[src/design/l2p_pkg.sv]
// ----------------------------------------------------------------------------
// l2p_pkg
// Constants shared by the l2/l3/l4 header parser: widths, ethertypes, protocol
// numbers, ip versions, header offsets, minimum lengths and status codes.
// ----------------------------------------------------------------------------
package l2p_pkg;

  localparam int unsigned COUNT_W = 17;

  localparam logic [COUNT_W-1:0] COUNT_MAX = 17'd131071;

  localparam logic [15:0] TYPE_VLAN = 16'h8100;
  localparam logic [15:0] TYPE_IPV4 = 16'h0800;
  localparam logic [15:0] TYPE_IPV6 = 16'h86dd;

  localparam logic [7:0] PROTO_TCP = 8'd6;
  localparam logic [7:0] PROTO_UDP = 8'd17;

  localparam logic [3:0] IP_VER_4 = 4'd4;
  localparam logic [3:0] IP_VER_6 = 4'd6;

  localparam logic [4:0] L3_PLAIN = 5'd14;
  localparam logic [4:0] L3_TAGGED = 5'd18;

  localparam logic [6:0] IPV4_MIN_HDR = 7'd20;
  localparam logic [6:0] IPV6_HDR = 7'd40;
  localparam logic [15:0] TCP_MIN_LEN = 16'd20;
  localparam logic [15:0] UDP_MIN_LEN = 16'd8;

  localparam logic STATUS_OK = 1'b0;
  localparam logic STATUS_ERR = 1'b1;

endpackage

[src/design/l2_l3_l4_header_parser.sv]
// ----------------------------------------------------------------------------
// l2_l3_l4_header_parser
// Streaming Ethernet / 802.1Q / IPv4 / IPv6 / TCP / UDP header parser that
// reports one summary per frame.
// ----------------------------------------------------------------------------
// Frame bytes enter one per cycle in wire order, starting at the destination
// MAC, with last_byte set on the final byte. Each request updates a saturating
// byte counter and a handful of capture registers; on the last byte the checks
// against the frame length run in the same cycle and the summary lands in the
// result register, visible on the next cycle, while the next frame's first
// byte may already be taken. Sustained rate is one byte per cycle. The only
// back-pressure comes from the single result register: a last byte is held
// off while a result waits and result_stall is high, other bytes keep flowing.
// IPv6 extension headers and a second VLAN tag are not walked.
// ----------------------------------------------------------------------------
module l2_l3_l4_header_parser (
  input  logic        clk,
  input  logic        rst,
  input  logic        byte_valid,
  output logic        byte_stall,
  input  logic [7:0]  data_byte,
  input  logic        last_byte,
  output logic        result_valid,
  input  logic        result_stall,
  output logic        status,
  output logic [15:0] frame_type,
  output logic        has_vlan,
  output logic [4:0]  net_offset,
  output logic [2:0]  ip_ver,
  output logic [7:0]  protocol,
  output logic [6:0]  xport_offset,
  output logic [15:0] source_port,
  output logic [15:0] dest_port
);

  logic [l2p_pkg::COUNT_W-1:0] byte_count, byte_count_next;
  logic [15:0] type_word, type_word_next;
  logic        vlan_seen, vlan_seen_next;
  logic [4:0]  net_start, net_start_next;
  logic [3:0]  version_field, version_field_next;
  logic [6:0]  header_bytes, header_bytes_next;
  logic [15:0] ip_length_field, ip_length_field_next;
  logic [7:0]  proto_capture, proto_capture_next;
  logic [15:0] source_port_capture, source_port_capture_next;
  logic [15:0] dest_port_capture, dest_port_capture_next;

  logic        status_next;
  logic [15:0] frame_type_next;
  logic        has_vlan_next;
  logic [4:0]  net_offset_next;
  logic [2:0]  ip_ver_next;
  logic [7:0]  protocol_next;
  logic [6:0]  xport_offset_next;
  logic [15:0] source_port_next;
  logic [15:0] dest_port_next;

  logic accept;
  logic finish;

  // only a last byte needs the result register
  assign byte_stall = result_valid & result_stall & last_byte;
  assign accept     = byte_valid & ~byte_stall;
  assign finish     = accept & last_byte;

  // capture path followed by the end-of-frame checks
  always_comb begin
    logic [l2p_pkg::COUNT_W-1:0] pos;
    logic [l2p_pkg::COUNT_W-1:0] flen;
    logic [l2p_pkg::COUNT_W-1:0] rel;
    logic [l2p_pkg::COUNT_W-1:0] k;
    logic [15:0] tw;
    logic        vs;
    logic [4:0]  ns;
    logic [3:0]  ver;
    logic [6:0]  hb;
    logic [15:0] iplen;
    logic [7:0]  proto;
    logic [15:0] sp;
    logic [15:0] dp;
    logic        in_ip;
    logic        is_ip;
    logic        ip_ok;
    logic [15:0] l4_len;
    logic [17:0] ip_end;

    pos   = byte_count;
    tw    = type_word;
    vs    = vlan_seen;
    ns    = net_start;
    ver   = version_field;
    hb    = header_bytes;
    iplen = ip_length_field;
    proto = proto_capture;
    sp    = source_port_capture;
    dp    = dest_port_capture;
    rel   = '0;
    k     = '0;
    in_ip = 1'b0;
    is_ip = 1'b0;
    ip_ok = 1'b0;
    l4_len = '0;
    ip_end = '0;

    flen = (byte_count < l2p_pkg::COUNT_MAX) ? byte_count + 17'd1 : byte_count;

    // ethertype and optional tag
    if (pos == 17'd12) begin
      tw = {data_byte, 8'h00};
    end else if (pos == 17'd13) begin
      tw = {tw[15:8], data_byte};
      ns = (tw == l2p_pkg::TYPE_VLAN) ? l2p_pkg::L3_TAGGED : l2p_pkg::L3_PLAIN;
    end else if (pos == 17'd16 && ns == l2p_pkg::L3_TAGGED) begin
      tw = {data_byte, 8'h00};
    end else if (pos == 17'd17 && ns == l2p_pkg::L3_TAGGED) begin
      tw = {tw[15:8], data_byte};
      vs = 1'b1;
    end

    if (ns != 5'd0 && pos >= {12'd0, ns} && !(ns == l2p_pkg::L3_TAGGED && !vs)) begin
      rel = pos - {12'd0, ns};
      if (tw == l2p_pkg::TYPE_IPV4) begin
        in_ip = 1'b1;
        if (rel == 17'd0) begin
          ver = data_byte[7:4];
          hb  = {1'b0, data_byte[3:0], 2'b00};
        end else if (rel == 17'd2) begin
          iplen = {data_byte, 8'h00};
        end else if (rel == 17'd3) begin
          iplen = {iplen[15:8], data_byte};
        end else if (rel == 17'd9) begin
          proto = data_byte;
        end
      end else if (tw == l2p_pkg::TYPE_IPV6) begin
        in_ip = 1'b1;
        if (rel == 17'd0) begin
          ver = data_byte[7:4];
          hb  = l2p_pkg::IPV6_HDR;
        end else if (rel == 17'd4) begin
          iplen = {data_byte, 8'h00};
        end else if (rel == 17'd5) begin
          iplen = {iplen[15:8], data_byte};
        end else if (rel == 17'd6) begin
          proto = data_byte;
        end
      end
      // transport ports sit right after the ip header
      if (in_ip && hb >= l2p_pkg::IPV4_MIN_HDR && rel >= {10'd0, hb}) begin
        k = rel - {10'd0, hb};
        case (k)
          17'd0:   sp = {data_byte, 8'h00};
          17'd1:   sp = {sp[15:8], data_byte};
          17'd2:   dp = {data_byte, 8'h00};
          17'd3:   dp = {dp[15:8], data_byte};
          default: ;
        endcase
      end
    end

    // end-of-frame summary
    status_next       = l2p_pkg::STATUS_ERR;
    frame_type_next   = '0;
    has_vlan_next     = 1'b0;
    net_offset_next   = '0;
    ip_ver_next       = '0;
    protocol_next     = '0;
    xport_offset_next = '0;
    source_port_next  = '0;
    dest_port_next    = '0;

    if (flen < 17'd14) begin
      status_next = l2p_pkg::STATUS_ERR;
    end else if (ns == l2p_pkg::L3_TAGGED && !vs) begin
      frame_type_next = l2p_pkg::TYPE_VLAN;
    end else begin
      frame_type_next = tw;
      has_vlan_next   = vs;
      net_offset_next = ns;
      if (tw == l2p_pkg::TYPE_IPV4) begin
        is_ip  = 1'b1;
        ip_end = {13'd0, ns} + {2'd0, iplen};
        ip_ok  = !(flen < {12'd0, ns} + 17'd20) && ver == l2p_pkg::IP_VER_4 &&
                 hb >= l2p_pkg::IPV4_MIN_HDR && iplen >= {9'd0, hb} &&
                 ip_end <= {1'b0, flen};
        l4_len = iplen - {9'd0, hb};
      end else if (tw == l2p_pkg::TYPE_IPV6) begin
        is_ip  = 1'b1;
        ip_end = {13'd0, ns} + 18'd40 + {2'd0, iplen};
        ip_ok  = !(flen < {12'd0, ns} + 17'd40) && ver == l2p_pkg::IP_VER_6 &&
                 ip_end <= {1'b0, flen};
        l4_len = iplen;
      end

      if (!is_ip) begin
        status_next = l2p_pkg::STATUS_OK;
      end else if (ip_ok) begin
        ip_ver_next       = ver[2:0];
        protocol_next     = proto;
        xport_offset_next = {2'd0, ns} + hb;
        if (proto == l2p_pkg::PROTO_TCP || proto == l2p_pkg::PROTO_UDP) begin
          if (l4_len >= ((proto == l2p_pkg::PROTO_TCP) ? l2p_pkg::TCP_MIN_LEN
                                                       : l2p_pkg::UDP_MIN_LEN)) begin
            source_port_next = sp;
            dest_port_next   = dp;
            status_next      = l2p_pkg::STATUS_OK;
          end
        end else begin
          status_next = l2p_pkg::STATUS_OK;
        end
      end
    end

    // state is cleared after the last byte of each frame
    if (last_byte) begin
      byte_count_next          = '0;
      type_word_next           = '0;
      vlan_seen_next           = 1'b0;
      net_start_next           = '0;
      version_field_next       = '0;
      header_bytes_next        = '0;
      ip_length_field_next     = '0;
      proto_capture_next       = '0;
      source_port_capture_next = '0;
      dest_port_capture_next   = '0;
    end else begin
      byte_count_next          = flen;
      type_word_next           = tw;
      vlan_seen_next           = vs;
      net_start_next           = ns;
      version_field_next       = ver;
      header_bytes_next        = hb;
      ip_length_field_next     = iplen;
      proto_capture_next       = proto;
      source_port_capture_next = sp;
      dest_port_capture_next   = dp;
    end
  end

  always_ff @(posedge clk) begin
    if (rst) begin
      byte_count          <= '0;
      type_word           <= '0;
      vlan_seen           <= 1'b0;
      net_start           <= '0;
      version_field       <= '0;
      header_bytes        <= '0;
      ip_length_field     <= '0;
      proto_capture       <= '0;
      source_port_capture <= '0;
      dest_port_capture   <= '0;
    end else if (accept) begin
      byte_count          <= byte_count_next;
      type_word           <= type_word_next;
      vlan_seen           <= vlan_seen_next;
      net_start           <= net_start_next;
      version_field       <= version_field_next;
      header_bytes        <= header_bytes_next;
      ip_length_field     <= ip_length_field_next;
      proto_capture       <= proto_capture_next;
      source_port_capture <= source_port_capture_next;
      dest_port_capture   <= dest_port_capture_next;
    end
  end

  always_ff @(posedge clk) begin
    if (rst) begin
      result_valid <= 1'b0;
    end else if (finish) begin
      result_valid <= 1'b1;
    end else if (!result_stall) begin
      result_valid <= 1'b0;
    end
  end

  always_ff @(posedge clk) begin
    if (finish) begin
      status       <= status_next;
      frame_type   <= frame_type_next;
      has_vlan     <= has_vlan_next;
      net_offset   <= net_offset_next;
      ip_ver       <= ip_ver_next;
      protocol     <= protocol_next;
      xport_offset <= xport_offset_next;
      source_port  <= source_port_next;
      dest_port    <= dest_port_next;
    end
  end

  // frame state starts over after the last byte
  assert property (@(posedge clk) disable iff (rst)
    finish |=> byte_count == '0 && net_start == '0 && type_word == '0)
    else $error("frame state not cleared after last byte");

  // a result is offered in the cycle after its last byte
  assert property (@(posedge clk) disable iff (rst)
    finish |=> result_valid)
    else $error("result missing after last byte");

  // ip fields only appear with a reached network header
  assert property (@(posedge clk) disable iff (rst)
    result_valid && ip_ver != 3'd0 |->
      net_offset == l2p_pkg::L3_PLAIN || net_offset == l2p_pkg::L3_TAGGED)
    else $error("ip version reported without network header");

  // a skipped tag always moves the network header
  assert property (@(posedge clk) disable iff (rst)
    result_valid && has_vlan |-> net_offset == l2p_pkg::L3_TAGGED)
    else $error("vlan flag with wrong network offset");

  // failed ip checks leave the later fields empty
  assert property (@(posedge clk) disable iff (rst)
    result_valid && ip_ver == 3'd0 |->
      protocol == 8'd0 && xport_offset == 7'd0 && source_port == 16'd0 &&
      dest_port == 16'd0)
    else $error("transport fields set without ip header");

endmodule
[config.mk]
export PLATFORM = sky130hd
export DESIGN_NAME = l2_l3_l4_header_parser
export DESIGN_NICKNAME = d
export VERILOG_FILES = /design/src/design/l2p_pkg.sv /design/src/design/l2_l3_l4_header_parser.sv
export SDC_FILE = /design/constraint.sdc
export NUM_CORES = 1
export LEC_CHECK = 0
export BUFFER_PORTS_ARGS = -buffer_cell sky130_fd_sc_hd__buf_4
export CAP_MARGIN = 5
export CORE_UTILIZATION = 30
export DETAILED_ROUTE_END_ITERATION = 16
export PLACE_DENSITY = 0.48
export SYNTH_ARGS = -nofsm -noshare
export SYNTH_HDL_FRONTEND = slang
export SYNTH_SLANG_ARGS = --single-unit
[constraint.sdc]
create_clock -name clk -period 12.5 [get_ports clk]
set_clock_uncertainty 0.1 [all_clocks]
set_input_delay 0.625 -clock clk [delete_from_list [all_inputs] [get_ports clk]]
set_output_delay 0.625 -clock clk [all_outputs]
set_load 0.03 [all_outputs]
==> flow_metrics.env <==
export IMPL_finalMaxSlewViolations=0
export IMPL_async_flop_share_pct=0
export IMPL_final_seq_area_sq_um=4330
export IMPL_synth_seq_area_share_pct=32.8
export IMPL_p_sw_uw=357
export IMPL_worst_path_most_repeated_cell="nor2_1"
export IMPL_antennaDiodeCount=0
export IMPL_placementRows=76
export IMPL_setup_ws_ns=0.975
export IMPL_grt_overflow_total=0
export IMPL_ant_nets=0
export IMPL_start_util_pct=30.6
export IMPL_rsz0062_at_grt="false"
export IMPL_mappedNetlistArea_sq_um=13200
export IMPL_place_congestion=0.917
export IMPL_critPathKind="register to register"
export IMPL_grt_max_degree=94
export IMPL_viasPerCell=5.53
export IMPL_clkSlewWorstSetupHoldPaths_ns=0.07
export IMPL_max_slew_worst_pin_slew_ns=1.12
export IMPL_synth_area_per_cell_sq_um=8.29
export IMPL_p_leak_nw=5.51
export IMPL_ys_flop_type="dfxtp_1"
export IMPL_cp_max_fo=32
export IMPL_ir_drop_uv=64.4
export IMPL_crit_path_end_kind="register"
export IMPL_critPathMaxStageDelay_ns=0.55
export IMPL_hold_violations=0
export IMPL_syn_nets=1705
export IMPL_synth_seq_cells=180
export IMPL_arrival_ns=11.74
export IMPL_cts_tree="yes"
export IMPL_synthTopCellsByArea="edfxtp_1, dfxtp_1, ha_1"
export IMPL_io_pins=88
export IMPL_min_period_ns=11.52
export IMPL_antenna_found_initial=0
export IMPL_die_y_microns=212
export IMPL_die_area_sq_um=45000
export IMPL_dr_total_vias=12400
export IMPL_grtUsageTotal_pct=21.6
export IMPL_cellPowerDensity_nw_per_um2=85.9
export IMPL_first_pass_iters=5
export IMPL_cap_violations=0
export IMPL_nFillCells=4526
export IMPL_routed_wl_microns=47900
export IMPL_h_tree_depth=4
export IMPL_cts_buffers=17
export IMPL_first_global_vias=11900
export IMPL_drc=0
export IMPL_nets=1750
export IMPL_clock_latency_ns=0.48
export IMPL_pwr_share_clk_pct=42.7
export IMPL_dpl_hpwl_microns=35900
export IMPL_max_slew_margin_pct=25.1
export IMPL_cts_max_path_buffers=2
export IMPL_io_buffers=87
export IMPL_drt_iter0_drc=978
export IMPL_pre_cts_ws_ns=0.831
export IMPL_synth_cells=1596
export IMPL_setup_viol=0
export IMPL_post_cts_setup_buffer_count=0
export IMPL_die_width_microns=212
export IMPL_multi_input_area_sq_um=8330
export IMPL_cp_data_required_time_ns=12.71
export IMPL_cts_root_buf="clkbuf_16"
export IMPL_synth_cell_types=97
export IMPL_status="finished, final reports clean"
export IMPL_fin_crit_sh_pct=92.2
export IMPL_crit_path_top_delay_cell="dfxtp_1"
export IMPL_pwr_share_seq_pct=48.2
export IMPL_swShare_pct=27.7
export IMPL_core_area_sq_um=43300
export IMPL_min_path_type="input port to register"
export IMPL_drive_gt1_share_pct=11.9
export IMPL_synth_top_area_share_pct=16.6
export IMPL_tns_ns=0
export IMPL_worst_setup_path_start_kind="register"
export IMPL_p_comb_share_pct=9.1
export IMPL_clock_sinks=180
export IMPL_grt_pass1_wl_microns=73300
export IMPL_wire_per_inst_microns=21.4
export IMPL_power_internal_uw=935
export IMPL_fmaxAchievable_ghz=0.0868
export IMPL_syn2layout_area_growth_pct=13.8
export IMPL_synth_warnings=0
export IMPL_synth_edf_count=73
export IMPL_yosys_area_top_type="edfxtp_1"
## worst max-delay path, delay by kind of cell (launching register included)
family / cells / cell delay, ns
adder cells (fa/ha/maj): 5 / 1.79
AND/OR/NAND/NOR: 14 / 3.72
multiplexers: 1 / 0.35
XOR/XNOR: 1 / 0.17
flip-flops: 1 / 0.55
AO/OA/AOI/OAI: 14 / 3.77
buffers and inverters: 5 / 0.86
## area by class of cell
type | instances | share of cell area [%]
clock buffer | 21 | 3.22
clock inverter | 11 | 0.698
inverter | 64 | 1.60
multi-input combinational | 1267 | 55.3
sequential | 180 | 28.8
tap | 585 | 4.86
timing repair buffer | 111 | 5.54
## stage by stage
step | cells | power (mW) | hold slack, ns | instance area [sq um] | utilization (%)
floorplan | 1596 | 0.707 | 0.324 | 13200 | -
detailed placement | 2207 | 0.754 | 0.343 | 14500 | 33.4
global route | 2239 | 1.33 | 0.340 | 15100 | 34.8
CTS | 2239 | 1.31 | 0.276 | 15000 | 34.8
global placement | 2207 | 0.753 | 0.336 | 14500 | 33.4
finish | 2239 | 1.29 | 0.294 | 15100 | 34.8
## flip-flops by register name (all words and copies together), names as in the netlist, 4 cells and up
| signal | flops |
|---|---|
| dest_port_capture | 16 |
| source_port_capture | 16 |
| byte_count | 17 |
| protocol | 8 |
| source_port | 16 |
| dest_port | 16 |
| type_word | 16 |
| proto_capture | 8 |
| frame_type | 16 |
| net_start | 5 |
| xport_offset | 7 |
| version_field | 4 |
| net_offset | 5 |
| header_bytes | 7 |
| ip_length_field | 16 |
## per-layer routing
layer | track usage (%) | wire length, microns | up-vias
li1 | - | - | 5876
met1 | 28.2 | 21200 | 5958
met2 | 35.2 | 21900 | 458
met3 | 3.01 | 2760 | 93
met4 | 10.1 | 2000 | 0
met5 | 0 | 0 | -
## power groups by stage
stage / sequential [mW] / combinational (mW) / clock (mW)
after detailed placement: 0.636 / 0.117 / 0
after global routing: 0.624 / 0.125 / 0.583
after global placement: 0.636 / 0.117 / 0
after floorplan: 0.656 / 0.0501 / 0
after CTS: 0.623 / 0.118 / 0.566
final: 0.623 / 0.117 / 0.552
## synth_stat cells, types with 17 or more instances
| master | instances |
|---|---|
| clkbuf_1 | 60 |
| edfxtp_1 | 73 |
| nor2_1 | 230 |
| nor4_1 | 21 |
| nand3_1 | 39 |
| xnor2_1 | 32 |
| nand2_1 | 143 |
| nand2b_1 | 17 |
| mux2i_1 | 39 |
| a22oi_1 | 64 |
| buf_2 | 17 |
| a21o_1 | 26 |
| a31oi_1 | 18 |
| o21ai_0 | 63 |
| a21oi_1 | 100 |
| dfxtp_1 | 107 |
| inv_1 | 61 |
| nor2b_1 | 37 |
| nand4_1 | 27 |
| xor2_1 | 21 |
| and2_1 | 20 |
| nor3_1 | 50 |
| ha_1 | 90 |
## cells by family after synthesis
group	synth area share (%)
multiplexers	4.19
flip-flops	32.8
XOR/XNOR	3.51
adder cells (fa/ha/maj)	9.49
other	0.0283
AO/OA/AOI/OAI	19.3
AND/OR/NAND/NOR	26.0
buffers and inverters	4.73
## cell usage in the layout, fill, tap and decap left out, types with 7 or more instances in the layout
cell type,count
ha_1,90
a21oi_1,99
o21ai_1,8
nor3_1,50
edfxtp_1,73
o21ai_0,63
xor2_1,21
dfxtp_1,107
and2_1,20
nand3b_1,8
a22oi_1,64
nor4_1,21
a21o_1,26
o21a_1,14
mux2i_1,39
nand3_1,39
a31oi_1,18
and4_1,9
nor2b_1,37
and3_1,16
nand2_1,143
nor3b_1,8
or4_1,7
nand4_1,27
buf_4,111
xnor2_1,32
a211oi_1,9
o2111ai_1,8
mux2_2,12
o211ai_1,7
nor2_1,228
or3_1,13
clkbuf_16,19
inv_1,61
o31a_1,7
nand2b_1,17
## path summary, 6_finish.rpt
| kind | slack (ns) | endpoint | cells after the start | from |
|---|---|---|---|---|
| worst min register to register | 0.35 | source_port_capture[0]$_SDFFE_PP0P_ | 2 | source_port_capture[0]$_SDFFE_PP0P_ |
| worst max register to register | 0.98 | dest_port[0]$_SDFFCE_PP0P_ | 40 | byte_count[1]$_SDFFE_PP0P_ |
| worst min-delay path | 0.29 | result_valid$_SDFFE_PP0P_ | 3 | result_stall |
| worst max-delay path | 0.98 | dest_port[0]$_SDFFCE_PP0P_ | 40 | byte_count[1]$_SDFFE_PP0P_ |
## repair_timing
| item | CTS | global route |
|---|---|---|
| setup endpoints to repair | 0 | 34 |
| gates resized for setup | 0 | 3 |
| hold buffers | 0 | 0 |
Power figures use the tool's default switching activity.
